[config.mk]
export PLATFORM = sky130hd
export DESIGN_NAME = led_pulse_width_bit_encoder_unit
export DESIGN_NICKNAME = d
export VERILOG_FILES = /design/src/rtl/lpwe_pkg.sv /design/src/rtl/lpwe_cfg_regs.sv /design/src/rtl/lpwe_encoder.sv /design/src/rtl/led_pulse_width_bit_encoder_unit.sv
export SDC_FILE = /design/constraint.sdc
export NUM_CORES = 1
export LEC_CHECK = 0
export ABC_CLOCK_PERIOD_IN_PS = 6890
export BUFFER_PORTS_ARGS = -buffer_cell sky130_fd_sc_hd__buf_2
export CAP_MARGIN = 20
export CORE_ASPECT_RATIO = 1.5
export CORE_MARGIN = 3
export CORE_UTILIZATION = 30
export CTS_BUF_LIST = sky130_fd_sc_hd__clkbuf_4 sky130_fd_sc_hd__clkbuf_8
export DETAILED_ROUTE_END_ITERATION = 10
export MAX_ROUTING_LAYER = met4
export PLACE_DENSITY = 0.57
export SLEW_MARGIN = 30
export SYNTH_ARGS = -nofsm -noshare
export SYNTH_HDL_FRONTEND = slang
export SYNTH_SLANG_ARGS = --single-unit
[constraint.sdc]
create_clock -name i_clk -period 6.89 [get_ports i_clk]
set_input_delay 1.0335 -clock i_clk [delete_from_list [all_inputs] [get_ports i_clk]]
set_output_delay 1.0335 -clock i_clk [all_outputs]
set_load 0.005 [all_outputs]
[src/rtl/lpwe_pkg.sv]
`timescale 1ns / 1ps
// Shared types and constants for the LED pulse-width bit encoder.
// No dependencies. Used by every module under rtl.
package lpwe_pkg;

    // default sizing, handed to the top level parameters
    localparam int BITS_PER_CHANNEL_DEF = 8;
    localparam int CHANNEL_COUNT_DEF    = 3;
    localparam int TIMER_WIDTH_DEF      = 12;

    // fixed widths of the config registers, the channel bytes and the APB bus
    localparam int CFG_WIDTH     = 12;
    localparam int BYTE_WIDTH    = 8;
    localparam int APB_DATA_W    = 32;
    localparam int APB_ADDR_W    = 4;

    // register reset values, in ticks
    localparam logic [CFG_WIDTH-1:0] ONE_HIGH_RST  = 12'd120;
    localparam logic [CFG_WIDTH-1:0] ONE_LOW_RST   = 12'd130;
    localparam logic [CFG_WIDTH-1:0] ZERO_HIGH_RST = 12'd50;
    localparam logic [CFG_WIDTH-1:0] ZERO_LOW_RST  = 12'd200;

    // register indexes (paddr[3:2])
    localparam logic [1:0] REG_ONE_HIGH  = 2'd0;
    localparam logic [1:0] REG_ONE_LOW   = 2'd1;
    localparam logic [1:0] REG_ZERO_HIGH = 2'd2;
    localparam logic [1:0] REG_ZERO_LOW  = 2'd3;

    // opcodes
    localparam logic OP_TICK = 1'b0;
    localparam logic OP_LOAD = 1'b1;

    // phase lengths as seen by the encoder
    typedef struct packed {
        logic [CFG_WIDTH-1:0] one_high;
        logic [CFG_WIDTH-1:0] one_low;
        logic [CFG_WIDTH-1:0] zero_high;
        logic [CFG_WIDTH-1:0] zero_low;
    } t_cfg;

    // one result beat
    typedef struct packed {
        logic line_level;
        logic busy_res;
        logic frame_done;
        logic load_rejected;
    } t_result;

endpackage

[src/rtl/lpwe_cfg_regs.sv]
`timescale 1ns / 1ps
// APB register file holding the four phase lengths.
// Depends on lpwe_pkg.
module lpwe_cfg_regs (
    input  logic                             i_clk,
    input  logic                             i_rst_n,
    input  logic                             psel,
    input  logic                             penable,
    input  logic                             pwrite,
    input  logic [lpwe_pkg::APB_ADDR_W-1:0]  paddr,
    input  logic [lpwe_pkg::APB_DATA_W-1:0]  pwdata,
    output logic [lpwe_pkg::APB_DATA_W-1:0]  prdata,
    output logic                             pready,
    output lpwe_pkg::t_cfg                   o_cfg
);

    lpwe_pkg::t_cfg r_cfg;
    logic [1:0]     w_index;
    logic           w_write;
    logic [lpwe_pkg::CFG_WIDTH-1:0] w_wdata;
    logic [lpwe_pkg::CFG_WIDTH-1:0] w_rdata;

    assign pready  = 1'b1;
    assign w_index = paddr[3:2];
    assign w_write = psel && penable && pwrite;
    assign w_wdata = pwdata[lpwe_pkg::CFG_WIDTH-1:0];

    // register writes
    always_ff @(posedge i_clk) begin
        if (!i_rst_n) begin
            r_cfg.one_high  <= lpwe_pkg::ONE_HIGH_RST;
            r_cfg.one_low   <= lpwe_pkg::ONE_LOW_RST;
            r_cfg.zero_high <= lpwe_pkg::ZERO_HIGH_RST;
            r_cfg.zero_low  <= lpwe_pkg::ZERO_LOW_RST;
        end else if (w_write) begin
            unique case (w_index)
                lpwe_pkg::REG_ONE_HIGH:  r_cfg.one_high  <= w_wdata;
                lpwe_pkg::REG_ONE_LOW:   r_cfg.one_low   <= w_wdata;
                lpwe_pkg::REG_ZERO_HIGH: r_cfg.zero_high <= w_wdata;
                lpwe_pkg::REG_ZERO_LOW:  r_cfg.zero_low  <= w_wdata;
                default:                 r_cfg.one_high  <= r_cfg.one_high;
            endcase
        end
    end

    // read mux
    always_comb begin
        unique case (w_index)
            lpwe_pkg::REG_ONE_HIGH:  w_rdata = r_cfg.one_high;
            lpwe_pkg::REG_ONE_LOW:   w_rdata = r_cfg.one_low;
            lpwe_pkg::REG_ZERO_HIGH: w_rdata = r_cfg.zero_high;
            lpwe_pkg::REG_ZERO_LOW:  w_rdata = r_cfg.zero_low;
            default:                 w_rdata = '0;
        endcase
    end

    assign prdata = {{(lpwe_pkg::APB_DATA_W - lpwe_pkg::CFG_WIDTH){1'b0}}, w_rdata};
    assign o_cfg  = r_cfg;

endmodule

[src/rtl/lpwe_encoder.sv]
`timescale 1ns / 1ps
// Frame shifter, phase timer and per-beat result logic.
// Depends on lpwe_pkg.
module lpwe_encoder #(
    parameter int BITS_PER_CHANNEL = lpwe_pkg::BITS_PER_CHANNEL_DEF,
    parameter int CHANNEL_COUNT    = lpwe_pkg::CHANNEL_COUNT_DEF,
    parameter int TIMER_WIDTH      = lpwe_pkg::TIMER_WIDTH_DEF
) (
    input  logic                             i_clk,
    input  logic                             i_rst_n,
    input  logic                             i_step,
    input  logic                             i_op,
    input  logic [lpwe_pkg::BYTE_WIDTH-1:0]  i_red,
    input  logic [lpwe_pkg::BYTE_WIDTH-1:0]  i_green,
    input  logic [lpwe_pkg::BYTE_WIDTH-1:0]  i_blue,
    input  lpwe_pkg::t_cfg                   i_cfg,
    output lpwe_pkg::t_result                o_result
);

    localparam int FRAME_BITS = BITS_PER_CHANNEL * CHANNEL_COUNT;
    localparam int REM_W      = $clog2(FRAME_BITS + 1);
    localparam int CMP_W      = ((lpwe_pkg::CFG_WIDTH > TIMER_WIDTH) ?
                                 lpwe_pkg::CFG_WIDTH : TIMER_WIDTH) + 1;
    localparam logic [CMP_W-1:0] LEN_CAP = CMP_W'((64'd1 << TIMER_WIDTH) - 64'd1);
    localparam int EXT_W      = 2 * lpwe_pkg::BYTE_WIDTH;

    logic [FRAME_BITS-1:0]  r_shift, n_shift;
    logic [REM_W-1:0]       r_remain, n_remain;
    logic                   r_high, n_high;
    logic [TIMER_WIDTH-1:0] r_count, n_count;
    logic                   r_active, n_active;

    logic [EXT_W-1:0]            w_ch [CHANNEL_COUNT];
    logic [FRAME_BITS-1:0]       w_frame;
    logic                        w_cur_bit;
    logic [lpwe_pkg::CFG_WIDTH-1:0] w_raw_len;
    logic [CMP_W-1:0]            w_len;
    logic [CMP_W-1:0]            w_cnt_inc;
    logic                        w_phase_end;

    // channel bytes, zero beyond blue
    for (genvar g = 0; g < CHANNEL_COUNT; g++) begin : g_ch
        if (g == 0) begin : g_red
            assign w_ch[g] = EXT_W'(i_red);
        end else if (g == 1) begin : g_green
            assign w_ch[g] = EXT_W'(i_green);
        end else if (g == 2) begin : g_blue
            assign w_ch[g] = EXT_W'(i_blue);
        end else begin : g_zero
            assign w_ch[g] = '0;
        end
    end

    // frame word, first channel at the top
    always_comb begin
        w_frame = '0;
        for (int k = 0; k < CHANNEL_COUNT; k++) begin
            w_frame[(CHANNEL_COUNT-1-k)*BITS_PER_CHANNEL +: BITS_PER_CHANNEL] =
                w_ch[k][BITS_PER_CHANNEL-1:0];
        end
    end

    // current phase length, zero taken as one, capped to the timer
    assign w_cur_bit = r_shift[FRAME_BITS-1];
    always_comb begin
        if (r_high) begin
            w_raw_len = w_cur_bit ? i_cfg.one_high : i_cfg.zero_high;
        end else begin
            w_raw_len = w_cur_bit ? i_cfg.one_low : i_cfg.zero_low;
        end
        w_len = CMP_W'(w_raw_len);
        if (w_len == '0) begin
            w_len = CMP_W'(1);
        end
        if (w_len > LEN_CAP) begin
            w_len = LEN_CAP;
        end
    end

    assign w_cnt_inc   = CMP_W'(r_count) + CMP_W'(1);
    assign w_phase_end = (w_cnt_inc >= w_len);

    // next state and result for one beat
    always_comb begin
        n_shift  = r_shift;
        n_remain = r_remain;
        n_high   = r_high;
        n_count  = r_count;
        n_active = r_active;
        o_result = '0;
        if (i_op == lpwe_pkg::OP_LOAD) begin
            if (r_active) begin
                o_result.line_level    = r_high;
                o_result.busy_res      = 1'b1;
                o_result.load_rejected = 1'b1;
            end else begin
                n_shift  = w_frame;
                n_remain = REM_W'(FRAME_BITS);
                n_high   = 1'b1;
                n_count  = '0;
                n_active = 1'b1;
                o_result.line_level = 1'b1;
                o_result.busy_res   = 1'b1;
            end
        end else if (r_active) begin
            o_result.line_level = r_high;
            o_result.busy_res   = 1'b1;
            if (w_phase_end) begin
                n_count = '0;
                if (r_high) begin
                    n_high = 1'b0;
                end else begin
                    n_shift = r_shift << 1;
                    if (r_remain != '0) begin
                        n_remain = r_remain - REM_W'(1);
                    end
                    if (n_remain == '0) begin
                        n_active = 1'b0;
                        o_result.frame_done = 1'b1;
                    end else begin
                        n_high = 1'b1;
                    end
                end
            end else begin
                n_count = w_cnt_inc[TIMER_WIDTH-1:0];
            end
        end
    end

    // state registers
    always_ff @(posedge i_clk) begin
        if (!i_rst_n) begin
            r_shift  <= '0;
            r_remain <= '0;
            r_high   <= 1'b0;
            r_count  <= '0;
            r_active <= 1'b0;
        end else if (i_step) begin
            r_shift  <= n_shift;
            r_remain <= n_remain;
            r_high   <= n_high;
            r_count  <= n_count;
            r_active <= n_active;
        end
    end

    // idle means no bits left to send
    a_idle_empty: assert property (@(posedge i_clk) disable iff (!i_rst_n)
        !r_active |-> (r_remain == '0))
        else $error("idle with bits remaining");

    // a frame ends only with a done beat
    a_end_done: assert property (@(posedge i_clk) disable iff (!i_rst_n)
        (i_step && r_active && !n_active) |-> o_result.frame_done)
        else $error("frame ended without done");

    // reject only while sending
    a_reject_busy: assert property (@(posedge i_clk) disable iff (!i_rst_n)
        (i_step && o_result.load_rejected) |-> r_active)
        else $error("load rejected while idle");

    // an accepted load starts a frame in its high phase
    a_load_start: assert property (@(posedge i_clk) disable iff (!i_rst_n)
        (i_step && i_op == lpwe_pkg::OP_LOAD && !r_active) |=>
            (r_active && r_high && r_count == '0))
        else $error("load did not start frame");

endmodule

[src/rtl/led_pulse_width_bit_encoder_unit.sv]
`timescale 1ns / 1ps
// Top level of the LED pulse-width bit encoder: channels, result register.
// Depends on lpwe_pkg, lpwe_cfg_regs and lpwe_encoder.
//
//  channel | handshake                 | payload
//  --------+---------------------------+--------------------------------------
//  input   | i_in_valid / o_in_stall   | i_op, i_red, i_green, i_blue
//  output  | o_out_valid / i_out_stall | o_line_level, o_busy_res,
//          |                           | o_frame_done, o_load_rejected
//  config  | psel, penable, pwrite     | paddr, pwdata, prdata, pready
//
// One beat in each clock while the input is not stalled; its result is registered and shows in the cycle after.
// Each beat is worked by the combinational encoder logic feeding the result register.
// Synchronous active-low reset clears all control state; registers return to defaults.
// The input stalls only while a held result is stalled; a taken result frees it.
module led_pulse_width_bit_encoder_unit #(
    parameter int BITS_PER_CHANNEL = lpwe_pkg::BITS_PER_CHANNEL_DEF,
    parameter int CHANNEL_COUNT    = lpwe_pkg::CHANNEL_COUNT_DEF,
    parameter int TIMER_WIDTH      = lpwe_pkg::TIMER_WIDTH_DEF
) (
    input  logic                             i_clk,
    input  logic                             i_rst_n,
    // input beats
    input  logic                             i_in_valid,
    output logic                             o_in_stall,
    input  logic                             i_op,
    input  logic [lpwe_pkg::BYTE_WIDTH-1:0]  i_red,
    input  logic [lpwe_pkg::BYTE_WIDTH-1:0]  i_green,
    input  logic [lpwe_pkg::BYTE_WIDTH-1:0]  i_blue,
    // result beats
    output logic                             o_out_valid,
    input  logic                             i_out_stall,
    output logic                             o_line_level,
    output logic                             o_busy_res,
    output logic                             o_frame_done,
    output logic                             o_load_rejected,
    // register port
    input  logic                             psel,
    input  logic                             penable,
    input  logic                             pwrite,
    input  logic [lpwe_pkg::APB_ADDR_W-1:0]  paddr,
    input  logic [lpwe_pkg::APB_DATA_W-1:0]  pwdata,
    output logic [lpwe_pkg::APB_DATA_W-1:0]  prdata,
    output logic                             pready
);

    lpwe_pkg::t_cfg    w_cfg;
    lpwe_pkg::t_result w_result;
    lpwe_pkg::t_result r_result;
    logic              r_out_valid;
    logic              w_accept;

    lpwe_cfg_regs u_cfg (
        .i_clk   (i_clk),
        .i_rst_n (i_rst_n),
        .psel    (psel),
        .penable (penable),
        .pwrite  (pwrite),
        .paddr   (paddr),
        .pwdata  (pwdata),
        .prdata  (prdata),
        .pready  (pready),
        .o_cfg   (w_cfg)
    );

    lpwe_encoder #(
        .BITS_PER_CHANNEL (BITS_PER_CHANNEL),
        .CHANNEL_COUNT    (CHANNEL_COUNT),
        .TIMER_WIDTH      (TIMER_WIDTH)
    ) u_enc (
        .i_clk    (i_clk),
        .i_rst_n  (i_rst_n),
        .i_step   (w_accept),
        .i_op     (i_op),
        .i_red    (i_red),
        .i_green  (i_green),
        .i_blue   (i_blue),
        .i_cfg    (w_cfg),
        .o_result (w_result)
    );

    // accept unless a held result is stalled
    assign o_in_stall = r_out_valid && i_out_stall;
    assign w_accept   = i_in_valid && !o_in_stall;

    // result register
    always_ff @(posedge i_clk) begin
        if (!i_rst_n) begin
            r_out_valid <= 1'b0;
        end else if (w_accept) begin
            r_out_valid <= 1'b1;
        end else if (!i_out_stall) begin
            r_out_valid <= 1'b0;
        end
    end

    always_ff @(posedge i_clk) begin
        if (w_accept) begin
            r_result <= w_result;
        end
    end

    assign o_out_valid     = r_out_valid;
    assign o_line_level    = r_result.line_level;
    assign o_busy_res      = r_result.busy_res;
    assign o_frame_done    = r_result.frame_done;
    assign o_load_rejected = r_result.load_rejected;

endmodule
After elaboration in Yosys (flattened, before gate mapping)

Index checks and enable logic that the tools add are counted.

Register bits: 96
Input bits: 68

$add $sub $neg: 2
$lt $le $gt $ge: 2
Equality and inequality tests: 6
Muxes and demuxes: 44
Bitwise operators: 2
Reduce and logical (&&, ||, !) cells: 19

Operator list:

| operator                                            | number |
|---|---|
| 2-to-1 mux 24 bit                                   | 5 |
| 2-to-1 mux 12 bit                                   | 9 |
| 2-to-1 mux 5 bit                                    | 10 |
| case mux 12 bit (4 select lines)                    | 1 |
| 2-to-1 mux 1 bit                                    | 16 |
| adder 12 x 1 -> 13 bit, second input constant       | 1 |
| greater-or-equal comparator 13 x 12 -> 1 bit        | 1 |
| > comparator 12 bit, second input constant          | 1 |
| zero test 12 bit                                    | 1 |
| AND reduction 2 bit                                 | 4 |
| zero test 5 bit                                     | 1 |
| AND reduction 5 bit                                 | 1 |
| nonzero test 5 bit                                  | 1 |
| subtractor 5 x 1 -> 5 bit, second input constant    | 1 |
| equality test 2 bit, second input constant          | 2 |
| logical AND 1 bit                                   | 4 |
| 2-to-1 mux 2 bit                                    | 2 |
| inequality test 2 bit, second input constant        | 2 |
| AND reduction 4 bit                                 | 1 |
| nonzero test 2 bit                                  | 2 |
| OR reduction 4 bit                                  | 1 |
| 2-to-1 mux 3 bit                                    | 1 |
| AND reduction 3 bit                                 | 1 |
| equality test 2 x 1 -> 1 bit, second input constant | 1 |
| 4 further kinds                                     | 5 |

Logic depth before layout (Yosys ltp)

Gate-level depths: netlist of the first run.

Word-level depth: 16
Depth in mapped cells: 14
Depth with buffers taken out: 12

Cells and area by module

Synthesis of the first run repeated with hierarchy kept, for this count alone.

Cell total of the unflattened synthesis: 528
Area total of the unflattened synthesis: 5371.4 sq um

By module, submodules not included:

| module                           | times used | cells each | area each (sq um) |
|---|---|---|---|
| lpwe_encoder                     | 1          | 299        | 2890.3 |
| lpwe_cfg_regs                    | 1          | 221        | 2318.5 |
| led_pulse_width_bit_encoder_unit | 1          | 8          | 162.7 |

Worst setup path after synthesis of the first run

Ideal clock, no wire load.

Path kind: input port to output port
Start: input port paddr[3] in the netlist's numbering
End: output port prdata[2] in the netlist's numbering
Data arrival time: 2.356 ns
Slack: 3.501 ns
Cell stages on the path: 3
Buffers on the path: 2
Path through: clkbuf_1 > buf_1 > mux4_2

Longest elaborated chain between the ends: 2

RTL lines:

| what                                              | RTL line                               | text |
|---|---|---|
| start, declared                                   | led_pulse_width_bit_encoder_unit.sv:41 | `input logic [lpwe_pkg::APB_ADDR_W-1:0] paddr,` |
| equality test 2 bit, or another cell as far along | lpwe_cfg_regs.sv:48                    | `unique case (w_index)` |
| case mux 12 bit (4 select lines) (*)              | lpwe_cfg_regs.sv:48                    |  |
| end, declared                                     | led_pulse_width_bit_encoder_unit.sv:43 | `output logic [lpwe_pkg::APB_DATA_W-1:0] prdata,` |

Mark *: on every way between the ends. The rest lies on a longest branch, timed or not.

Final worst setup path of the first run

Start: register u_enc.r_high
End: register u_enc.r_remain[3]

Longest elaborated chain between the ends: 8

RTL lines:

| what                                         | RTL line            | text |
|---|---|---|
| start, declared                              | lpwe_encoder.sv:29  | `logic r_high, n_high;` |
| start signal, assigned                       | lpwe_encoder.sv:141 | `r_high <= n_high;` |
| 2-to-1 mux 12 bit                            | lpwe_encoder.sv:66  | `if (r_high) begin` |
| zero test 12 bit                             | lpwe_encoder.sv:72  | `if (w_len == '0) begin` |
| 2-to-1 mux 12 bit                            | lpwe_encoder.sv:72  |  |
| > comparator 12 bit                          | lpwe_encoder.sv:75  | `if (w_len > LEN_CAP) begin` |
| 2-to-1 mux 12 bit                            | lpwe_encoder.sv:75  |  |
| greater-or-equal comparator 13 x 12 -> 1 bit | lpwe_encoder.sv:81  | `assign w_phase_end = (w_cnt_inc >= w_len);` |
| nonzero test 2 bit (no line)                 | n/a                 |  |
| AND reduction 5 bit (no line) (*)            | n/a                 |  |
| end signal, assigned                         | lpwe_encoder.sv:140 | `r_remain <= n_remain;` |
| end, declared                                | lpwe_encoder.sv:28  | `logic [REM_W-1:0] r_remain, n_remain;` |

Marked as above.
A chain may end at the register's enable or synchronous reset.

==> impl_metrics.json, run 1 <==
{
  "holdCritPathClass": "flip-flop to flip-flop",
  "clk_pin_slew_ns": 0.11,
  "rsz0062_at_grt": "no",
  "crit_buf_inv": 2,
  "cp_data_required_time_ns": 7.16,
  "synthMuxAreaShare": 0.1873,
  "syn_avg_cell_area_um2": 9.654,
  "powerDensity_nw_per_um2": 196.7,
  "port_buffers": 63,
  "gp_congestion": 0.8202,
  "p_switching_mw": 0.3011,
  "post_drt_wl_per_cell_um": 16.03,
  "end_kind": "flip-flop",
  "synth.distinct_cells": 53,
  "syn-cell-area_um2": 5396,
  "design.portCount": 107,
  "synth_edf_count": 4,
  "antenna_found_initial": 1,
  "ir_worst_vdd_v": 0.00009203,
  "maxSlewHeadroom": 0.3622,
  "drt_first_pass_iters": 4,
  "ys_warn_count": 0,
  "max_slew.worst_pin.slew_ns": 0.9541,
  "synth_top_family_by_area": "multiplexers",
  "met1_length_mm": 5.356,
  "wl_mm": 13.09,
  "cp_slowest_cell": "dfxtp_1",
  "coreArea_um2": 17500,
  "grt_use_total": 0.1359,
  "routed-wl-met2_mm": 7.084,
  "r2r_end": "u_enc.r_remain[3]$_SDFFE_PN0P_",
  "ant_nets": 0,
  "num_vias": 4204,
  "fp.dieW_um": 115.5,
  "synth_seq_cells": 96,
  "clock_skew_ns": 0.01632,
  "multi_input_area_um2": 3100,
  "swShare": 0.2551,
  "clock-sinks": 96,
  "synth_largest_area_cell": "dfxtp_1",
  "grt_pass1_vias": 4089,
  "drt_iter0_markers": 193,
  "fmax_ghz": 0.2276,
  "p_int_mw": 0.8793,
  "rr_worst_depth": 12,
  "fin_tns_setup_ns": 0,
  "synth_compound_area_frac": 0.1502,
  "start_util": 0.3084,
  "vias_per_cell": 5.146,
  "comb_power_share": 0.120,
  "grt_overflow": 0,
  "drv_slew": 0,
  "insertion_delay_ns": 0.37,
  "synthAdderAreaFrac": 0.03710,
  "hold_buffers": 0,
  "synth_xor_area_frac": 0.01785,
  "dpl.hpwl_mm": 9.072,
  "critPathMaxFanout": 30,
  "synthArstFlopShare": 0,
  "path_common_cell": "buf_4",
  "cts-root-buf": "clkbuf_8",
  "crit_path_start_kind": "flip-flop",
  "drc": 0,
  "rr_startpoint": "u_enc.r_high$_SDFFE_PN0P_",
  "hold_end": "u_enc.r_shift[0]$_SDFFE_PN0P_",
  "cts_tree": "yes",
  "path_class": "flip-flop to flip-flop",
  "drive_gt1_frac": 0.2255,
  "numCtsBuffers": 9,
  "regArea_um2": 1962,
  "die_area_um2": 19670,
  "slowest_delay_ns": 0.88,
  "nFillCells": 1744,
  "synth_ff_type": "dfxtp_1",
  "fin_total_pwr_mw": 1.180,
  "synthTopCellsByArea": "dfxtp_1 (34%), mux4_2 (10%), mux2i_1 (8.7%), nand2_1 (4.5%), ha_1 (3.7%)",
  "status": "complete, no violations",
  "met3WireLength_um": 437,
  "cts_max_level": 3,
  "synth_cells": 559,
  "leakage_nw": 2.509,
  "post_cts_buffers": 0,
  "cts_resized": 0,
  "area_growth_pct": 11.22,
  "finalHoldViolations": 0,
  "grt_max_degree": 95,
  "hold_path_startpoint": "u_enc.r_shift[0]$_SDFFE_PN0P_",
  "cts_buffer_depth": 2,
  "finalSetupViolCount": 0,
  "layout_min_cycle_time_ns": 4.395,
  "clock_power_share": 0.379,
  "die_h_um": 170.3,
  "cap_viol_max_count": 0,
  "grt_pass1_wl_mm": 20.79,
  "p_seq_frac": 0.501,
  "rows": 59,
  "synth-simple-area-share": 0.1625,
  "finalCritPeriodShare": 0.6378,
  "nets": 683,
  "seq_area_frac_synth": 0.3636,
  "dr.max_layer_used": "met4",
  "crit_chain": "buf_4, mux4_2, nor4_1, a31o_2, ha_1, nand3_1, nor3_1, o21bai_1, a211oi_4, buf_4, nand2b_2, o211a_1",
  "worstPathArrival_ns": 4.67,
  "reg2reg_slack_ns": 2.50,
  "whs_path_depth": 2,
  "crit_family": "compound AO/OA/AOI/OAI gates",
  "synth_top_area_share": 0.3413
}
metal layers:
layer,GRT usage,vias to the layer above
met3,0.02704,13
met1,0.1571,2062
met5,-,-
li1,-,2054
met4,0.04392,0
met2,0.2341,75
layout by cell type, fill, tap and decap left out, types with 13 or more instances in the layout:
master     n
mux2i_1   47
nand3_1   33
nand2_1   64
o31ai_1   23
dfxtp_1   92
nor2b_1   21
a21oi_1   21
o21ai_0   13
ha_1      16
a21boi_0  19
mux4_2    24
conb_1    21
buf_2     63
inv_1     20
nor2_1    14
area by class of cell:
type	instances	share of cell area
timing repair buffer	68	0.05879
sequential	96	0.3269
clock inverter	6	0.01918
inverter	21	0.01313
clock buffer	9	0.02064
tap	213	0.04440
antenna	1	0.0004169
multi-input combinational	403	0.5166
power by group through the flow:
stage,Clock (mW),Sequential (mW),Combinational [mW]
after floorplan,0,0.597,0.111
after global placement,0,0.603,0.138
after detailed placement,0,0.604,0.143
after CTS,0.458,0.591,0.143
after global routing,0.478,0.594,0.157
final,0.448,0.591,0.142
worst reg2reg max path: cells and delay by family (launching register included):
kind / cells / cell delay [ns]
buffers and inverters: 2 / 0.60
muxes: 1 / 0.56
adders and majority gates: 1 / 0.21
and+or+nand+nor: 4 / 0.94
DFF: 1 / 0.88
AOI/OAI and AO/OA: 4 / 1.12
synth_stat cells (9+ instances only):
master / count
o21ai_0: 13
mux4_2: 24
dfxtp_1: 92
nor2_1: 15
a21oi_1: 21
buf_4: 23
a21boi_0: 19
nand2_1: 64
mux2i_1: 47
a21oi_2: 10
clkbuf_1: 20
nand3_1: 33
o31ai_1: 23
nor3_1: 9
nor2b_1: 21
inv_1: 20
ha_1: 16
buf_2: 9
through the flow:
stage	worst slack (ns)	hold WS, ns	util	cells	area [um2]
floorplan	3.501	0.4353	-	578	5468
global placement	2.096	0.4450	0.3285	801	5747
detailed placement	2.399	0.4639	0.3293	801	5761
CTS	2.421	0.4730	0.3429	816	6000
global route	2.126	0.4890	0.3431	817	6002
finish	2.495	0.4700	0.3431	817	6002
registers in the layout, indices dropped and copies added, names as in the netlist:
| register | flops |
|---|---|
| o_load_rejected | 1 |
| u_enc.r_active | 1 |
| o_busy_res | 1 |
| o_out_valid | 1 |
| o_frame_done | 1 |
| u_cfg.o_cfg | 48 |
| o_line_level | 1 |
| u_enc.r_remain | 5 |
| u_enc.r_high | 1 |
| u_enc.r_count | 12 |
| u_enc.r_shift | 24 |
logic make-up (layout without fill, tap and decap cells):
family,Yosys count,count (layout)
AOI/OAI and AO/OA,113,113
xor gates and xnor gates,11,11
adders and majority gates,16,16
buffers and inverters,79,104
DFF,96,96
muxes,71,71
other,2,22
and+or+nand+nor,171,171
worst max-delay path by stage:
| stage | startpoint | end | slack, ns | cells after the start |
|---|---|---|---|---|
| 3_3_place_gp | u_enc.r_high$_SDFFE_PN0P_ | u_enc.r_shift[0]$_SDFFE_PN0P_ | 2.10 | 11 |
| 4_1_cts | u_enc.r_high$_SDFFE_PN0P_ | u_enc.r_remain[3]$_SDFFE_PN0P_ | 2.42 | 12 |
| 5_1_grt | u_enc.r_high$_SDFFE_PN0P_ | u_enc.r_remain[3]$_SDFFE_PN0P_ | 2.13 | 12 |
| 3_5_place_dp | u_enc.r_high$_SDFFE_PN0P_ | u_enc.r_remain[3]$_SDFFE_PN0P_ | 2.40 | 12 |
| 2_1_floorplan | paddr[3] | prdata[2] | 3.50 | 3 |
| 6_report | u_enc.r_high$_SDFFE_PN0P_ | u_enc.r_remain[3]$_SDFFE_PN0P_ | 2.50 | 12 |
No activity file was read; power rests on OpenSTA's default activity.
==> run 2, diff against run 1 <==
ABC_CLOCK_PERIOD_IN_PS = 3700   (was 6890)
PLACE_DENSITY = 0.58   (was 0.57)
clock period = 3.7 ns   (was 6.89 ns; I/O delays follow)
==> impl_metrics.json, run 2 (synthesis results as in run 1) <==
{
  "met2_usage": 0.2429,
  "dp_slack_ns": 0.2598,
  "finalSetupViolCount": 0,
  "grt_overflow": 0,
  "rows": 59,
  "drt_first_pass_iters": 6,
  "cts-root-buf": "clkbuf_8",
  "dpl.hpwl_mm": 9.410,
  "grt_pass1_vias": 4340,
  "final_common_cell": "dfxtp_1",
  "drv_slew": 0,
  "use_met3": 0.02455,
  "gp_congestion": 0.8120,
  "path_class": "flip-flop to flip-flop",
  "ir_worst_vdd_v": 0.0001850,
  "layout_min_cycle_time_ns": 3.415,
  "leakage_nw": 2.594,
  "grt_use_total": 0.1401,
  "die_area_um2": 19670,
  "clock_skew_ns": 0.01450,
  "insertion_delay_ns": 0.37,
  "post_drt_wl_per_cell_um": 15.93,
  "clk_pin_slew_ns": 0.10,
  "path_common_cell": "ha_1",
  "ant_nets": 0,
  "slowest_delay_ns": 0.46,
  "drive_gt1_frac": 0.2419,
  "met1_usage": 0.1555,
  "start_util": 0.3084,
  "nets": 696,
  "status": "complete, no violations",
  "maxSlewHeadroom": 0.5264,
  "cp_data_required_time_ns": 3.98,
  "cts_buffer_depth": 2,
  "worstPathArrival_ns": 3.69,
  "die_h_um": 170.3,
  "max_slew.worst_pin.slew_ns": 0.7103,
  "cts_tree": "yes",
  "busiest_layer": "met2",
  "final_area_um2": 6145,
  "holdCritPathClass": "input port to flip-flop",
  "port_buffers": 63,
  "fp.dieW_um": 115.5,
  "final_cell_mix": "dfxtp_1 (92), nand2_1 (64), buf_2 (63), mux2i_1 (47), nand3_1 (33)",
  "fmax_ghz": 0.2929,
  "finalHoldViolations": 0,
  "crit_path_start_kind": "flip-flop",
  "wl_mm": 13.22,
  "crit_chain": "ha_1, nand3_4, nor2_1, nand4_1, xnor2_1, ha_1, a21o_1, a21oi_1, nor4b_4, a211oi_4, nand2b_1, buf_12, o211a_1",
  "antenna_found_initial": 0,
  "numCtsBuffers": 9,
  "drc": 0,
  "num_vias": 4292,
  "place_area_um2": 5862,
  "design.portCount": 107,
  "vias_per_cell": 5.171,
  "largest_reg_flops": 48,
  "fin_tns_setup_ns": 0,
  "finalWorstSetupSlack_ns": 0.2854,
  "coreArea_um2": 17500,
  "cp_slowest_cell": "dfxtp_1",
  "cap_viol_max_count": 0,
  "clock-sinks": 96,
  "grt_max_degree": 65,
  "area_growth_pct": 13.86,
  "critPathMaxFanout": 25,
  "cts_max_level": 3,
  "rsz0062_at_grt": "no",
  "grt_pass1_wl_mm": 21.41,
  "finalCritPeriodShare": 0.9229,
  "end_kind": "flip-flop",
  "drt_iter0_markers": 203,
  "powerDensity_nw_per_um2": 371.3
}
## run 2: per-layer routing
metal  share of wire  up-vias
li1                -     2081
met1            0.40     2090
met2            0.53       92
met3           0.034       29
met4           0.030        0
met5               0        -
## run 2: worst paths after layout
kind	cells past startpoint	to	slack, ns	from
worst min-delay path	3	u_enc.r_shift[0]$_SDFFE_PN0P_	0.39	i_blue[0]
worst max register to register	13	u_enc.r_remain[3]$_SDFFE_PN0P_	0.29	u_enc.r_count[0]$_SDFFE_PN0P_
worst max-delay path	13	u_enc.r_remain[3]$_SDFFE_PN0P_	0.29	u_enc.r_count[0]$_SDFFE_PN0P_
worst min register to register	2	u_enc.r_shift[0]$_SDFFE_PN0P_	0.47	u_enc.r_shift[0]$_SDFFE_PN0P_
## run 2: power breakdown
group	internal [mW]	switching [mW]	total, mW
clock	0.521	0.385	0.906
combinational	0.124	0.160	0.283
sequential	1.07	0.0202	1.09
total	1.72	0.565	2.28
## run 2: worst max-delay path, delay by kind of cell, from the launching register on
| family | cells | cell delay [ns] |
|---|---|---|
| flops | 1 | 0.46 |
| xor+xnor | 1 | 0.23 |
| fa+ha+maj | 2 | 0.63 |
| compound gates | 4 | 0.72 |
| simple gates | 5 | 1.10 |
| buf+inv | 1 | 0.18 |
## run 2: stage by stage
step	util	hold slack [ns]	instances	total power, mW
global route	0.3511	0.3949	829	2.377
finish	0.3512	0.3919	830	2.281
CTS	0.3501	0.3821	828	2.306
detailed placement	0.3351	0.4585	813	1.400
floorplan	-	0.4353	578	1.318
global placement	0.3351	0.4451	813	1.390
## run 2: repair_timing
item                                    CTS  global route
endpoints found under the setup margin    0             6
hold buffers                              0             0
resized for setup                         0             1
setup buffers                             0             1
## run 2: final cells by class
| cell class | instances | area, um2 |
|---|---|---|
| clock inverters | 6 | 140.1 |
| fillers | 1740 | 11350 |
| clock buffers | 9 | 123.9 |
| well taps | 213 | 266.5 |
| diodes | 1 | 2.502 |
| flip-flops and latches | 96 | 1962 |
| repair buffers | 81 | 475.5 |
| multi-input cells | 403 | 3095 |
| inverters | 21 | 78.83 |
